[config.mk]
export PLATFORM = sky130hd
export DESIGN_NAME = reliable_packet_retransmit_table
export DESIGN_NICKNAME = d
export VERILOG_FILES = /design/src/rprt_pkg.sv /design/src/reliable_packet_retransmit_table.sv
export SDC_FILE = /design/constraint.sdc
export NUM_CORES = 2
export LEC_CHECK = 0
export BUFFER_PORTS_ARGS = -buffer_cell sky130_fd_sc_hd__clkbuf_2
export CAP_MARGIN = 0
export CORE_ASPECT_RATIO = 1.25
export CORE_MARGIN = 3
export CORE_UTILIZATION = 55
export DETAILED_ROUTE_END_ITERATION = 6
export PLACE_DENSITY = 0.74
export RECOVER_POWER = 25
export SYNTH_ARGS = -nofsm -noshare
export SYNTH_HDL_FRONTEND = slang
export SYNTH_SLANG_ARGS = --single-unit
[constraint.sdc]
create_clock -name clock -period 6.9 [get_ports clock]
set_clock_uncertainty 0.05 [all_clocks]
set_input_delay 1.725 -clock clock [delete_from_list [all_inputs] [get_ports clock]]
set_output_delay 1.725 -clock clock [all_outputs]
set_load 0.01 [all_outputs]
[src/rprt_pkg.sv]
`timescale 1ns / 1ps
// -----------------------------------------------------------------------------
// rprt_pkg
// Shared types and constants of the reliable packet retransmit table.
// -----------------------------------------------------------------------------
package rprt_pkg;

   localparam int ENTRIES_DEF = 32;
   localparam int ID_BITS_DEF = 32;

   localparam int FD_W   = 8;
   localparam int RI_W   = 8;
   localparam int LIFE_W = 12;
   localparam int AGE_W  = 13;
   localparam int CD_W   = 8;
   localparam int CSR_W  = 12;

   localparam logic [AGE_W-1:0]  AGE_MAX        = {AGE_W{1'b1}};
   localparam logic [FD_W-1:0]   FD_RESET       = 8'd5;
   localparam logic [RI_W-1:0]   RI_RESET       = 8'd10;
   localparam logic [LIFE_W-1:0] LIFE_RESET     = 12'd600;

   typedef enum logic [1:0] {
      REQ_SEND = 2'd0,
      REQ_ACK  = 2'd1,
      REQ_DATA = 2'd2,
      REQ_TICK = 2'd3
   } req_kind_type;

   typedef enum logic [2:0] {
      EV_STORED    = 3'd0,
      EV_FULL      = 3'd1,
      EV_RESEND    = 3'd2,
      EV_EXPIRED   = 3'd3,
      EV_ACK_MATCH = 3'd4,
      EV_ACK_MISS  = 3'd5,
      EV_SEND_ACK  = 3'd6,
      EV_TICK_DONE = 3'd7
   } event_type;

   typedef enum logic [1:0] {
      CSR_FIRST_DELAY     = 2'd0,
      CSR_RESEND_INTERVAL = 2'd1,
      CSR_LIFETIME        = 2'd2
   } csr_index_type;

endpackage

[src/reliable_packet_retransmit_table.sv]
`timescale 1ns / 1ps
// -----------------------------------------------------------------------------
// reliable_packet_retransmit_table
// Table of unacknowledged packet ids with per-entry resend and expiry timers.
// -----------------------------------------------------------------------------
//  channel | dir | handshake           | payload
//  req     | in  | req_valid/req_ready | req_type, req_packet_id
//  rsp     | out | rsp_valid/rsp_ready | rsp_event_res, rsp_result_id, rsp_resent, rsp_last
//  csr     | in  | csr_valid/csr_ready | csr_index, csr_wdata
//
//  Send and data items need no table walk; ack and tick items walk all n live
//  entries, one table entry per cycle through the single memory read port unless stalled.
//  Entries live in a circular memory, newest at the head; ack and tick compact
//  the table in the same pass. Reset clears state, count, head and rsp_valid
//  and loads the timer config reset values. Each result waits in the output
//  register; a full register stalls the walk. csr writes are always taken.
// -----------------------------------------------------------------------------
module reliable_packet_retransmit_table
   import rprt_pkg::*;
#(
   parameter int ENTRIES = ENTRIES_DEF,
   parameter int ID_BITS = ID_BITS_DEF
) (
   input  logic               clock,
   input  logic               reset,
   input  logic               req_valid,
   output logic               req_ready,
   input  logic [1:0]         req_type,
   input  logic [ID_BITS-1:0] req_packet_id,
   output logic               rsp_valid,
   input  logic               rsp_ready,
   output logic [2:0]         rsp_event_res,
   output logic [ID_BITS-1:0] rsp_result_id,
   output logic               rsp_resent,
   output logic               rsp_last,
   input  logic               csr_valid,
   output logic               csr_ready,
   input  logic [1:0]         csr_index,
   input  logic [CSR_W-1:0]   csr_wdata
);

   localparam int IDX_W = $clog2(ENTRIES);
   localparam int CNT_W = $clog2(ENTRIES + 1);
   localparam logic [IDX_W-1:0] LAST_IDX = IDX_W'(ENTRIES - 1);
   localparam logic [CNT_W-1:0] FULL_CNT = CNT_W'(ENTRIES);

   typedef struct packed {
      logic [ID_BITS-1:0] id;
      logic [AGE_W-1:0]   age;
      logic [CD_W-1:0]    cd;
   } entry_type;

   typedef enum logic [2:0] {
      ST_IDLE   = 3'b001,
      ST_WALK   = 3'b010,
      ST_FINISH = 3'b100
   } state_type;

   function automatic logic [IDX_W-1:0] ptr_inc(input logic [IDX_W-1:0] p);
      return (p == LAST_IDX) ? '0 : p + 1'b1;
   endfunction

   function automatic logic [IDX_W-1:0] ptr_dec(input logic [IDX_W-1:0] p);
      return (p == '0) ? LAST_IDX : p - 1'b1;
   endfunction

   entry_type entry_mem [ENTRIES];
   entry_type rdata_ff;

   state_type          state_ff, state_in;
   logic [CNT_W-1:0]   count_ff, count_in;
   logic [IDX_W-1:0]   head_ff, head_in;
   logic [CNT_W-1:0]   i_ff, i_in;
   logic [CNT_W-1:0]   w_ff, w_in;
   logic [IDX_W-1:0]   ptr_r_ff, ptr_r_in;
   logic [IDX_W-1:0]   ptr_w_ff, ptr_w_in;
   logic               matched_ff, matched_in;
   logic [1:0]         kind_ff, kind_in;
   logic [ID_BITS-1:0] id_ff, id_in;
   event_type          final_ev_ff, final_ev_in;

   logic [FD_W-1:0]    first_delay_ff;
   logic [RI_W-1:0]    resend_interval_ff;
   logic [LIFE_W-1:0]  lifetime_ff;

   logic               rsp_valid_ff, rsp_valid_in;
   logic [2:0]         rsp_event_ff, rsp_event_in;
   logic [ID_BITS-1:0] rsp_id_ff, rsp_id_in;
   logic               rsp_resent_ff, rsp_resent_in;
   logic               rsp_last_ff, rsp_last_in;

   logic               rd_en;
   logic [IDX_W-1:0]   rd_addr;
   logic               wr_en;
   logic [IDX_W-1:0]   wr_addr;
   entry_type          wr_data;

   logic               out_free;
   logic [RI_W-1:0]    ieff;
   logic [AGE_W-1:0]   limit;
   logic [AGE_W-1:0]   age_up;
   logic               resend;
   logic [CD_W-1:0]    cd_new;
   logic               expire;
   logic               hit;
   logic               keep;
   logic               emit;
   logic               step;
   logic [CNT_W-1:0]   w_next;

   assign out_free  = !rsp_valid_ff || rsp_ready;
   assign req_ready = (state_ff == ST_IDLE);
   assign csr_ready = 1'b1;
   assign ieff      = (resend_interval_ff == '0) ? RI_W'(1) : resend_interval_ff;
   assign limit     = AGE_W'(first_delay_ff) + AGE_W'(lifetime_ff);

   assign age_up = (rdata_ff.age == AGE_MAX) ? rdata_ff.age : rdata_ff.age + 1'b1;
   assign resend = (rdata_ff.cd <= CD_W'(1));
   assign cd_new = resend ? CD_W'(ieff) : rdata_ff.cd - 1'b1;
   assign expire = (age_up >= limit);
   assign hit    = !matched_ff && (rdata_ff.id == id_ff);
   assign keep   = (kind_ff == REQ_TICK) ? !expire : !hit;
   assign emit   = (kind_ff == REQ_TICK) && (expire || resend);
   assign step   = (state_ff == ST_WALK) && (!emit || out_free);
   assign w_next = keep ? w_ff + 1'b1 : w_ff;

   always_comb begin
      state_in      = state_ff;
      count_in      = count_ff;
      head_in       = head_ff;
      i_in          = i_ff;
      w_in          = w_ff;
      ptr_r_in      = ptr_r_ff;
      ptr_w_in      = ptr_w_ff;
      matched_in    = matched_ff;
      kind_in       = kind_ff;
      id_in         = id_ff;
      final_ev_in   = final_ev_ff;
      rsp_valid_in  = rsp_ready ? 1'b0 : rsp_valid_ff;
      rsp_event_in  = rsp_event_ff;
      rsp_id_in     = rsp_id_ff;
      rsp_resent_in = rsp_resent_ff;
      rsp_last_in   = rsp_last_ff;
      rd_en         = 1'b0;
      rd_addr       = head_ff;
      wr_en         = 1'b0;
      wr_addr       = ptr_w_ff;
      wr_data       = rdata_ff;

      case (state_ff)
         ST_IDLE: begin
            if (req_valid) begin
               kind_in    = req_type;
               id_in      = req_packet_id;
               i_in       = '0;
               w_in       = '0;
               matched_in = 1'b0;
               ptr_r_in   = head_ff;
               ptr_w_in   = head_ff;
               state_in   = ST_FINISH;
               case (req_type)
                  REQ_SEND: begin
                     if (count_ff == FULL_CNT) begin
                        final_ev_in = EV_FULL;
                     end else begin
                        final_ev_in = EV_STORED;
                        head_in     = ptr_dec(head_ff);
                        count_in    = count_ff + 1'b1;
                        wr_en       = 1'b1;
                        wr_addr     = ptr_dec(head_ff);
                        wr_data.id  = req_packet_id;
                        wr_data.age = '0;
                        wr_data.cd  = (first_delay_ff != '0) ? CD_W'(first_delay_ff)
                                                             : CD_W'(ieff);
                     end
                  end
                  REQ_DATA: begin
                     final_ev_in = EV_SEND_ACK;
                  end
                  REQ_ACK: begin
                     final_ev_in = EV_ACK_MISS;
                     if (count_ff != '0) begin
                        rd_en    = 1'b1;
                        state_in = ST_WALK;
                     end
                  end
                  default: begin
                     final_ev_in = EV_TICK_DONE;
                     if (count_ff != '0) begin
                        rd_en    = 1'b1;
                        state_in = ST_WALK;
                     end
                  end
               endcase
            end
         end
         ST_WALK: begin
            if (step) begin
               wr_en   = keep;
               wr_addr = ptr_w_ff;
               if (kind_ff == REQ_TICK) begin
                  wr_data.age = age_up;
                  wr_data.cd  = cd_new;
               end
               if (keep) begin
                  ptr_w_in = ptr_inc(ptr_w_ff);
               end
               w_in       = w_next;
               matched_in = matched_ff || ((kind_ff == REQ_ACK) && hit);
               i_in       = i_ff + 1'b1;
               ptr_r_in   = ptr_inc(ptr_r_ff);
               if (emit) begin
                  rsp_valid_in  = 1'b1;
                  rsp_event_in  = expire ? EV_EXPIRED : EV_RESEND;
                  rsp_id_in     = rdata_ff.id;
                  rsp_resent_in = expire && resend;
                  rsp_last_in   = 1'b0;
               end
               if ((i_ff + 1'b1) < count_ff) begin
                  rd_en   = 1'b1;
                  rd_addr = ptr_inc(ptr_r_ff);
               end else begin
                  count_in = w_next;
                  state_in = ST_FINISH;
               end
            end
         end
         ST_FINISH: begin
            if (out_free) begin
               rsp_valid_in  = 1'b1;
               rsp_event_in  = (final_ev_ff == EV_ACK_MISS && matched_ff) ? EV_ACK_MATCH
                                                                         : final_ev_ff;
               rsp_id_in     = (final_ev_ff == EV_TICK_DONE) ? '0 : id_ff;
               rsp_resent_in = 1'b0;
               rsp_last_in   = 1'b1;
               state_in      = ST_IDLE;
            end
         end
         default: begin
            state_in = ST_IDLE;
         end
      endcase
   end

   always_ff @(posedge clock) begin
      if (rd_en) begin
         rdata_ff <= entry_mem[rd_addr];
      end
      if (wr_en) begin
         entry_mem[wr_addr] <= wr_data;
      end
   end

   always_ff @(posedge clock) begin
      if (reset) begin
         state_ff           <= ST_IDLE;
         count_ff           <= '0;
         head_ff            <= '0;
         rsp_valid_ff       <= 1'b0;
         first_delay_ff     <= FD_RESET;
         resend_interval_ff <= RI_RESET;
         lifetime_ff        <= LIFE_RESET;
      end else begin
         state_ff     <= state_in;
         count_ff     <= count_in;
         head_ff      <= head_in;
         rsp_valid_ff <= rsp_valid_in;
         if (csr_valid) begin
            case (csr_index)
               CSR_FIRST_DELAY:     first_delay_ff     <= csr_wdata[FD_W-1:0];
               CSR_RESEND_INTERVAL: resend_interval_ff <= csr_wdata[RI_W-1:0];
               CSR_LIFETIME:        lifetime_ff        <= csr_wdata[LIFE_W-1:0];
               default: begin
               end
            endcase
         end
      end
   end

   always_ff @(posedge clock) begin
      i_ff          <= i_in;
      w_ff          <= w_in;
      ptr_r_ff      <= ptr_r_in;
      ptr_w_ff      <= ptr_w_in;
      matched_ff    <= matched_in;
      kind_ff       <= kind_in;
      id_ff         <= id_in;
      final_ev_ff   <= final_ev_in;
      rsp_event_ff  <= rsp_event_in;
      rsp_id_ff     <= rsp_id_in;
      rsp_resent_ff <= rsp_resent_in;
      rsp_last_ff   <= rsp_last_in;
   end

   assign rsp_valid     = rsp_valid_ff;
   assign rsp_event_res = rsp_event_ff;
   assign rsp_result_id = rsp_id_ff;
   assign rsp_resent    = rsp_resent_ff;
   assign rsp_last      = rsp_last_ff;

   a_count_bound: assert property (@(posedge clock) disable iff (reset)
      count_ff <= FULL_CNT)
      else $error("entry count above table depth");

   a_compact_order: assert property (@(posedge clock) disable iff (reset)
      (state_ff == ST_WALK) |-> (w_ff <= i_ff) && (i_ff < count_ff))
      else $error("walk pointers out of order");

   a_tick_done: assert property (@(posedge clock) disable iff (reset)
      (rsp_valid_ff && rsp_event_ff == EV_TICK_DONE) |-> rsp_last_ff && (rsp_id_ff == '0))
      else $error("tick done item malformed");

   a_resent_expired: assert property (@(posedge clock) disable iff (reset)
      (rsp_valid_ff && rsp_resent_ff) |-> (rsp_event_ff == EV_EXPIRED) && !rsp_last_ff)
      else $error("resent flag on a non-expiry item");

   a_count_grow: assert property (@(posedge clock) disable iff (reset)
      (count_ff > $past(count_ff)) |-> ($past(state_ff) == ST_IDLE)
                                       && ($past(req_type) == REQ_SEND))
      else $error("table grew without a send");

endmodule

After elaboration in Yosys (flattened, before gate mapping)

Memory sizes are Yosys's and may differ from the RTL's. A register that Yosys moved wholly into a read port is not among the register bits.
Cells that the tools add are included.

Flip-flop bits (word level): 140
Bits in writable memories: 1696
Output and inout bits: 40
Memories kept: 1

Memory list:

| memory    | words | width | rd ports | clocked after memory_dff | wr ports | line                                   | RTL |
|---|---|---|---|---|---|---|---|
| entry_mem | 32    | 53    | 1        | 1                        | 1        | reliable_packet_retransmit_table.sv:67 | `entry_type entry_mem [ENTRIES];` |

Add/subtract/negate cells: 9
Magnitude comparators: 3
Equality and inequality tests: 24
Multiplexer cells: 89
Bitwise operators: 1
Reduce and logical (&&, ||, !) cells: 34

Operators with widths:

| cell                                          | count |
|---|---|
| two-way mux 32 bit                            | 5 |
| two-way mux 53 bit                            | 3 |
| two-way mux 5 bit                             | 14 |
| case mux 32 bit (2 select lines)              | 1 |
| two-way mux 6 bit                             | 9 |
| two-way mux 21 bit                            | 2 |
| case mux 21 bit (2 select lines)              | 1 |
| case mux 6 bit (2 select lines)               | 3 |
| equality test 32 bit                          | 1 |
| two-way mux 3 bit                             | 10 |
| two-way mux 1 bit                             | 26 |
| two-way mux 8 bit                             | 3 |
| case mux 5 bit (2 select lines)               | 2 |
| adder 6 x 1 -> 6 bit, second input constant   | 3 |
| case mux 3 bit (3 select lines)               | 2 |
| AND reduction 4 bit                           | 4 |
| inequality test 2 bit, second input constant  | 7 |
| adder 13 x 1 -> 13 bit, second input constant | 1 |
| adder 8 x 12 -> 13 bit                        | 1 |
| equality test 13 bit, second input constant   | 1 |
| greater-or-equal comparator 13 bit            | 1 |
| two-way mux 13 bit                            | 1 |
| case mux 1 bit (2 select lines)               | 6 |
| adder 5 x 1 -> 5 bit, second input constant   | 2 |
| 27 further kinds                              | 51 |

Depth between registers and ports, before layout

Depth in word-level cells: 12
Depth in mapped cells: 28
Depth with buffers taken out: 24

Least setup slack after synthesis

Ideal clock, no wire load.

Kind: register to register
Start point: register first_delay_ff[0]
End point: memory entry_mem[23][0] (netlist bit) (enable)
Library setup time: 0.464 ns
Data arrival time: 6.600 ns
Required time: 6.386 ns
Slack: -0.214 ns
Stages on the path, launching flop included: 25
Path through: dfxtp_1 > ha_1 > inv_1 > fa_1 > inv_1 > a21oi_1 > o21ai_0 > and2_1 > o21ai_0 > nand2b_1 > a21o_1 > a21o_1 > nand3_1 > xor2_1 > ha_1 > a21oi_1 > o21ai_0 > nor3_1 > and3_1 > nor2_1 > a21oi_1 > a41oi_1 > or2_2 > clkbuf_1 > nor2_1

Cells in the longest elaborated chain, start to end: 11
Elaborated cells on any way between the ends: 13

Ends and longest elaborated chain:

| item                                        | line                                    | RTL |
|---|---|---|
| from (decl)                                 | reliable_packet_retransmit_table.sv:82  | `logic [FD_W-1:0] first_delay_ff;` |
| from (signal assigned)                      | reliable_packet_retransmit_table.sv:270 | `CSR_FIRST_DELAY: first_delay_ff <= csr_wdata[FD_W-1:0];` |
| adder 8 x 12 -> 13 bit (*)                  | reliable_packet_retransmit_table.sv:115 | `assign limit = AGE_W'(first_delay_ff) + AGE_W'(lifetime_ff);` |
| greater-or-equal comparator 13 bit (*)      | reliable_packet_retransmit_table.sv:120 | `assign expire = (age_up >= limit);` |
| logical OR 1 bit                            | reliable_packet_retransmit_table.sv:123 | `assign emit = (kind_ff == REQ_TICK) && (expire \|\| resend);` |
| logical AND 1 bit                           | reliable_packet_retransmit_table.sv:123 |  |
| logical NOT 1 bit                           | reliable_packet_retransmit_table.sv:124 | `assign step = (state_ff == ST_WALK) && (!emit \|\| out_free);` |
| logical OR 1 bit                            | reliable_packet_retransmit_table.sv:124 |  |
| logical AND 1 bit                           | reliable_packet_retransmit_table.sv:124 |  |
| two-way mux 1 bit (*)                       | reliable_packet_retransmit_table.sv:198 | `if (step) begin` |
| case mux 1 bit (2 select lines) (*)         | reliable_packet_retransmit_table.sv:150 | `case (state_ff)` |
| two-way mux 1 bit (*)                       | reliable_packet_retransmit_table.sv:249 | `if (wr_en) begin` |
| two-way mux 1 bit (not written as such) (*) | reliable_packet_retransmit_table.sv:250 | `entry_mem[wr_addr] <= wr_data;` |
| to (decl)                                   | reliable_packet_retransmit_table.sv:67  |  |

Mark *: on every way between the ends. The rest lies on a longest branch, timed or not.

Worst setup path after layout

Start point: input req_valid
End point: memory entry_mem[14][42] (netlist bit) (enable)

Cells in the longest elaborated chain, start to end: 4
Elaborated cells on any way between the ends: 6

Ends and longest elaborated chain:

| item                                    | line                                    | RTL |
|---|---|---|
| from (decl)                             | reliable_packet_retransmit_table.sv:26  | `input logic req_valid,` |
| two-way mux 1 bit                       | reliable_packet_retransmit_table.sv:152 | `if (req_valid) begin` |
| case mux 1 bit (2 select lines)         | reliable_packet_retransmit_table.sv:150 |  |
| two-way mux 1 bit                       | reliable_packet_retransmit_table.sv:249 |  |
| two-way mux 1 bit (not written as such) | reliable_packet_retransmit_table.sv:250 |  |

Parallel ways exist; a longest one is shown, timed or not.

==> run_summary.xml <==
<?xml version="1.0" encoding="UTF-8"?>
<metrics>
  <group name="sta">
    <metric name="worst_slew_margin_rel" unit="%">-122</metric>
    <metric name="timing.final.setup_violations" unit="">0</metric>
    <metric name="fin_setup_tns" unit="ns">0</metric>
    <metric name="postLayoutSetupSlackWorst" unit="ns">0.214</metric>
    <metric name="post-route-period-util" unit="%">96.9</metric>
    <metric name="worst-slew-pin-transition" unit="ns">3.33</metric>
    <metric name="finalMaxSlewViolations" unit="">205</metric>
    <metric name="final_hold_viol_count" unit="">0</metric>
    <metric name="post_route_hold_slack" unit="ns">0.414</metric>
    <metric name="grt_setup_unrepaired" unit="">no</metric>
    <metric name="timing.fmax" unit="MHz">150</metric>
    <metric name="final.min_clock_period" unit="ns">6.69</metric>
  </group>
  <group name="grt">
    <metric name="largest_net_degree_at_the_start_of_global_routing" unit="">143</metric>
    <metric name="grt_overflow_total" unit="">0</metric>
    <metric name="grt_pass1_vias" unit="">46800</metric>
    <metric name="grt_pass1_wl" unit="mm">312</metric>
    <metric name="groute.usage.overall" unit="%">30.3</metric>
    <metric name="antenna_violations_before_repair" unit="">4</metric>
  </group>
  <group name="synth">
    <metric name="yosys.cell_count.top_type" unit="">edfxtp_1</metric>
    <metric name="syn_avg_cell_area" unit="sq um">14.3</metric>
    <metric name="synthesis.instances" unit="">5270</metric>
    <metric name="synth_top_flop_cell" unit="">edfxtp_1</metric>
    <metric name="top_post_synthesis_cells_by_count" unit="">edfxtp_1 (1,846), nand2_1 (842), a21oi_1 (796)</metric>
    <metric name="synth-async-reset-ratio" unit="%">0</metric>
    <metric name="post_synth_and_or_nand_nor_area_fraction" unit="%">6.90</metric>
    <metric name="yosys.area_share.xor_xnor" unit="%">0.835</metric>
    <metric name="mappedNetlistArea" unit="sq um">75500</metric>
    <metric name="adder_cell_fraction_of_synth_area" unit="%">0.656</metric>
    <metric name="synth-seq-cells" unit="">1889</metric>
    <metric name="sequential_fraction_of_the_synthesis_area" unit="%">74.5</metric>
    <metric name="synth_top_family_by_area" unit="">compound AO/OA/AOI/OAI gates</metric>
    <metric name="synth_mux_area_share" unit="%">2.92</metric>
    <metric name="synthTopCellsByArea" unit="">edfxtp_1 (73%), a21oi_1 (5.3%), nand2_1 (4.2%), mux2i_1 (2.8%), a22oi_1 (2.4%)</metric>
    <metric name="yosys.cell_types.count" unit="">74</metric>
    <metric name="synth.net_count" unit="">5362</metric>
    <metric name="yosys_warnings" unit="">0</metric>
    <metric name="yosysTopAreaCellShare" unit="%">73.4</metric>
    <metric name="netlist.top_cell.by_area" unit="">edfxtp_1</metric>
    <metric name="area_fraction_in_compound_gates_after_synthesis" unit="%">11.9</metric>
    <metric name="synth_enable_flop_cells" unit="">1846</metric>
  </group>
  <group name="floorplan">
    <metric name="floorplan.initialDensity" unit="%">55.5</metric>
    <metric name="top_level_ports" unit="">93</metric>
    <metric name="chipHeight" unit="um">420</metric>
    <metric name="die-width" unit="um">337</metric>
    <metric name="dieArea" unit="sq um">142000</metric>
    <metric name="rows" unit="">151</metric>
    <metric name="core" unit="sq um">136000</metric>
  </group>
  <group name="clocking">
    <metric name="clock_insertion_delay_worst_skew" unit="ns">0.81</metric>
    <metric name="ctsRootBufferMaster" unit="">clkbuf_16</metric>
    <metric name="post_cts_hold_buffer_count" unit="">0</metric>
    <metric name="cts-buffers-inserted" unit="">172</metric>
    <metric name="clock_tree.buffer_depth" unit="">3</metric>
    <metric name="cts.clk_slew.worst_paths" unit="ns">0.06</metric>
    <metric name="post_cts_buffers" unit="">0</metric>
    <metric name="clock-sinks" unit="">1889</metric>
    <metric name="cts_resized" unit="">0</metric>
    <metric name="cts_tree" unit="">yes</metric>
    <metric name="h_tree_level_count" unit="">4</metric>
  </group>
  <group name="power">
    <metric name="p_per_area" unit="nW/um^2">278</metric>
    <metric name="fin_total_pwr" unit="mW">23.5</metric>
    <metric name="cellLeakagePower" unit="nW">27.2</metric>
    <metric name="ir_drop" unit="uV">268</metric>
  </group>
  <group name="place">
    <metric name="routabilityCongestion" unit="">0.898</metric>
    <metric name="detailedPlacementHpwl" unit="mm">122</metric>
    <metric name="buffer_ports.inserted" unit="">91</metric>
    <metric name="place_ws" unit="ns">0.582</metric>
    <metric name="cell_count_after_placement" unit="">6966</metric>
    <metric name="placement_cell_area" unit="sq um">79300</metric>
  </group>
  <group name="detailed_routing">
    <metric name="drcViolationCount" unit="">0</metric>
    <metric name="initialDrtViolationCount" unit="">6938</metric>
    <metric name="routed-via-count" unit="">48800</metric>
    <metric name="ant_nets" unit="">0</metric>
    <metric name="detailedRoute.firstPassIterationCount" unit="">6</metric>
    <metric name="wl_per_cell" unit="um">29.8</metric>
    <metric name="route.detailed.vias_per_inst" unit="">6.70</metric>
    <metric name="routed_wirelength" unit="mm">217</metric>
  </group>
  <group name="critical_path">
    <metric name="worst_r2r_path_depth" unit="">21</metric>
    <metric name="cp.arrival" unit="ns">7.13</metric>
    <metric name="critical_path.endpoint_type" unit="">register</metric>
    <metric name="cpPeakStageDelay" unit="ns">1.37</metric>
    <metric name="crit_chain" unit="">clkbuf_1 &gt; nand2_1 &gt; inv_1 &gt; nand3_1 &gt; clkbuf_1 &gt; nor2_1 &gt; a41oi_1 &gt; nand2b_1 &gt; nor2_4 &gt; buf_4</metric>
    <metric name="reg_to_reg_slack_setup" unit="ns">0.35</metric>
    <metric name="critical-path-top-cell-by-count" unit="">clkbuf_1</metric>
    <metric name="worst_ep_required_time" unit="ns">7.35</metric>
    <metric name="critical_path_class" unit="">in -&gt; reg</metric>
    <metric name="critical-path-slowest-cell" unit="">clkbuf_1</metric>
    <metric name="worstSetupStartpointType" unit="">input port</metric>
    <metric name="cp_max_fo" unit="">33</metric>
  </group>
  <group name="final_layout">
    <metric name="fin_area" unit="sq um">84500</metric>
    <metric name="num-fill-cells" unit="">9645</metric>
    <metric name="instances_no_fill" unit="">7280</metric>
    <metric name="final_layout_size_suffix_gt1_share" unit="%">9.53</metric>
    <metric name="finish.net_count" unit="">5473</metric>
    <metric name="utilization" unit="%">62.1</metric>
    <metric name="synthToLayoutAreaGrowth" unit="%">11.9</metric>
  </group>
  <group name="hold_path">
    <metric name="min-delay-path-class" unit="">reg -&gt; reg</metric>
    <metric name="hold_path_depth" unit="">2</metric>
  </group>
  <group name="run_status">
    <metric name="outcome" unit="">finished with violations</metric>
    <metric name="violations" unit="">max-capacitance violations, max-slew violations</metric>
  </group>
  <group name="job">
    <metric name="cap_violations" unit="">6</metric>
  </group>
</metrics>
## area by class of cell
| class | count | area [sq um] | area share [%] |
|---|---|---|---|
| Tap cell | 1759 | 2200 | 2.60 |
| Clock buffer | 222 | 4540 | 5.37 |
| Sequential cell | 1889 | 56300 | 66.6 |
| Antenna cell | 2 | 5.00 | 0.00592 |
| Clock inverter | 90 | 865 | 1.02 |
| Timing Repair Buffer | 286 | 2530 | 2.99 |
| Multi-Input combinational cell | 3006 | 18000 | 21.3 |
| Inverter | 26 | 97.6 | 0.115 |
## where the power goes
part,total [mW],switching (mW),internal [mW]
Sequential,12.8,0.0632,12.7
Clock,9.27,4.12,5.15
Combinational,1.47,1.05,0.418
## state kept, by name, indices dropped and copies added, names as in the netlist
name                count
count_ff                6
entry_mem            1696
final_ev_ff             3
first_delay_ff          8
head_ff                 5
i_ff                    6
id_ff                  32
kind_ff                 2
lifetime_ff            12
matched_ff              1
ptr_r_ff                5
ptr_w_ff                5
rdata_ff               53
resend_interval_ff      8
rsp_event_res           3
rsp_last                1
rsp_resent              1
rsp_result_id          32
rsp_valid               1
state_ff                3
w_ff                    6
## cells by family after synthesis
kind of cell / after synthesis
DFF: 1889
AOI/OAI and AO/OA: 1455
and+or+nand+nor: 1221
buffers and inverters: 375
muxes: 218
xor gates and xnor gates: 72
adders and majority gates: 39
other: 1
## per-layer routing
layer  GRT usage (%)  vias to the layer above  routed length (um)
li1                -                    20600                   -
met1            40.1                    24000               76600
met2            47.9                     3477              102000
met3            7.25                      639               27700
met4            14.2                        2               11100
met5               0                        -                  13
## worst max-delay path, delay by kind of cell
family | cells | cell delay, ns
buffers and inverters | 4 | 2.10
and+or+nand+nor | 5 | 3.14
AOI/OAI and AO/OA | 1 | 0.11
## worst paths after layout
path | to | start
max | entry_mem[14][42] | req_valid
min | lifetime_ff[2] | lifetime_ff[2]
max reg2reg | rdata_ff[33] | rdata_ff[10]
min reg2reg | lifetime_ff[2] | lifetime_ff[2]
## layout by cell type (no fill, tap or decap), drive strengths merged, types with 12 or more instances in the layout
cell	synthesis	layout
o21ai	32	32
dfxtp	43	43
inv	26	37
xnor2	37	37
a22o	34	34
o221ai	130	130
and2	13	13
nand4	48	48
buf	157	188
mux2i	214	214
nand3	39	39
clkinv	0	63
clkbuf	192	320
bufinv	0	13
nor2b	12	12
edfxtp	1846	1846
a2111oi	18	18
nand2	842	842
nor3	70	70
a21oi	796	796
xor2	35	35
ha	38	38
a32oi	16	16
nor2	103	103
nor4	47	47
a22oi	247	247
o22ai	129	129
(Power assumes the default switching activity.)
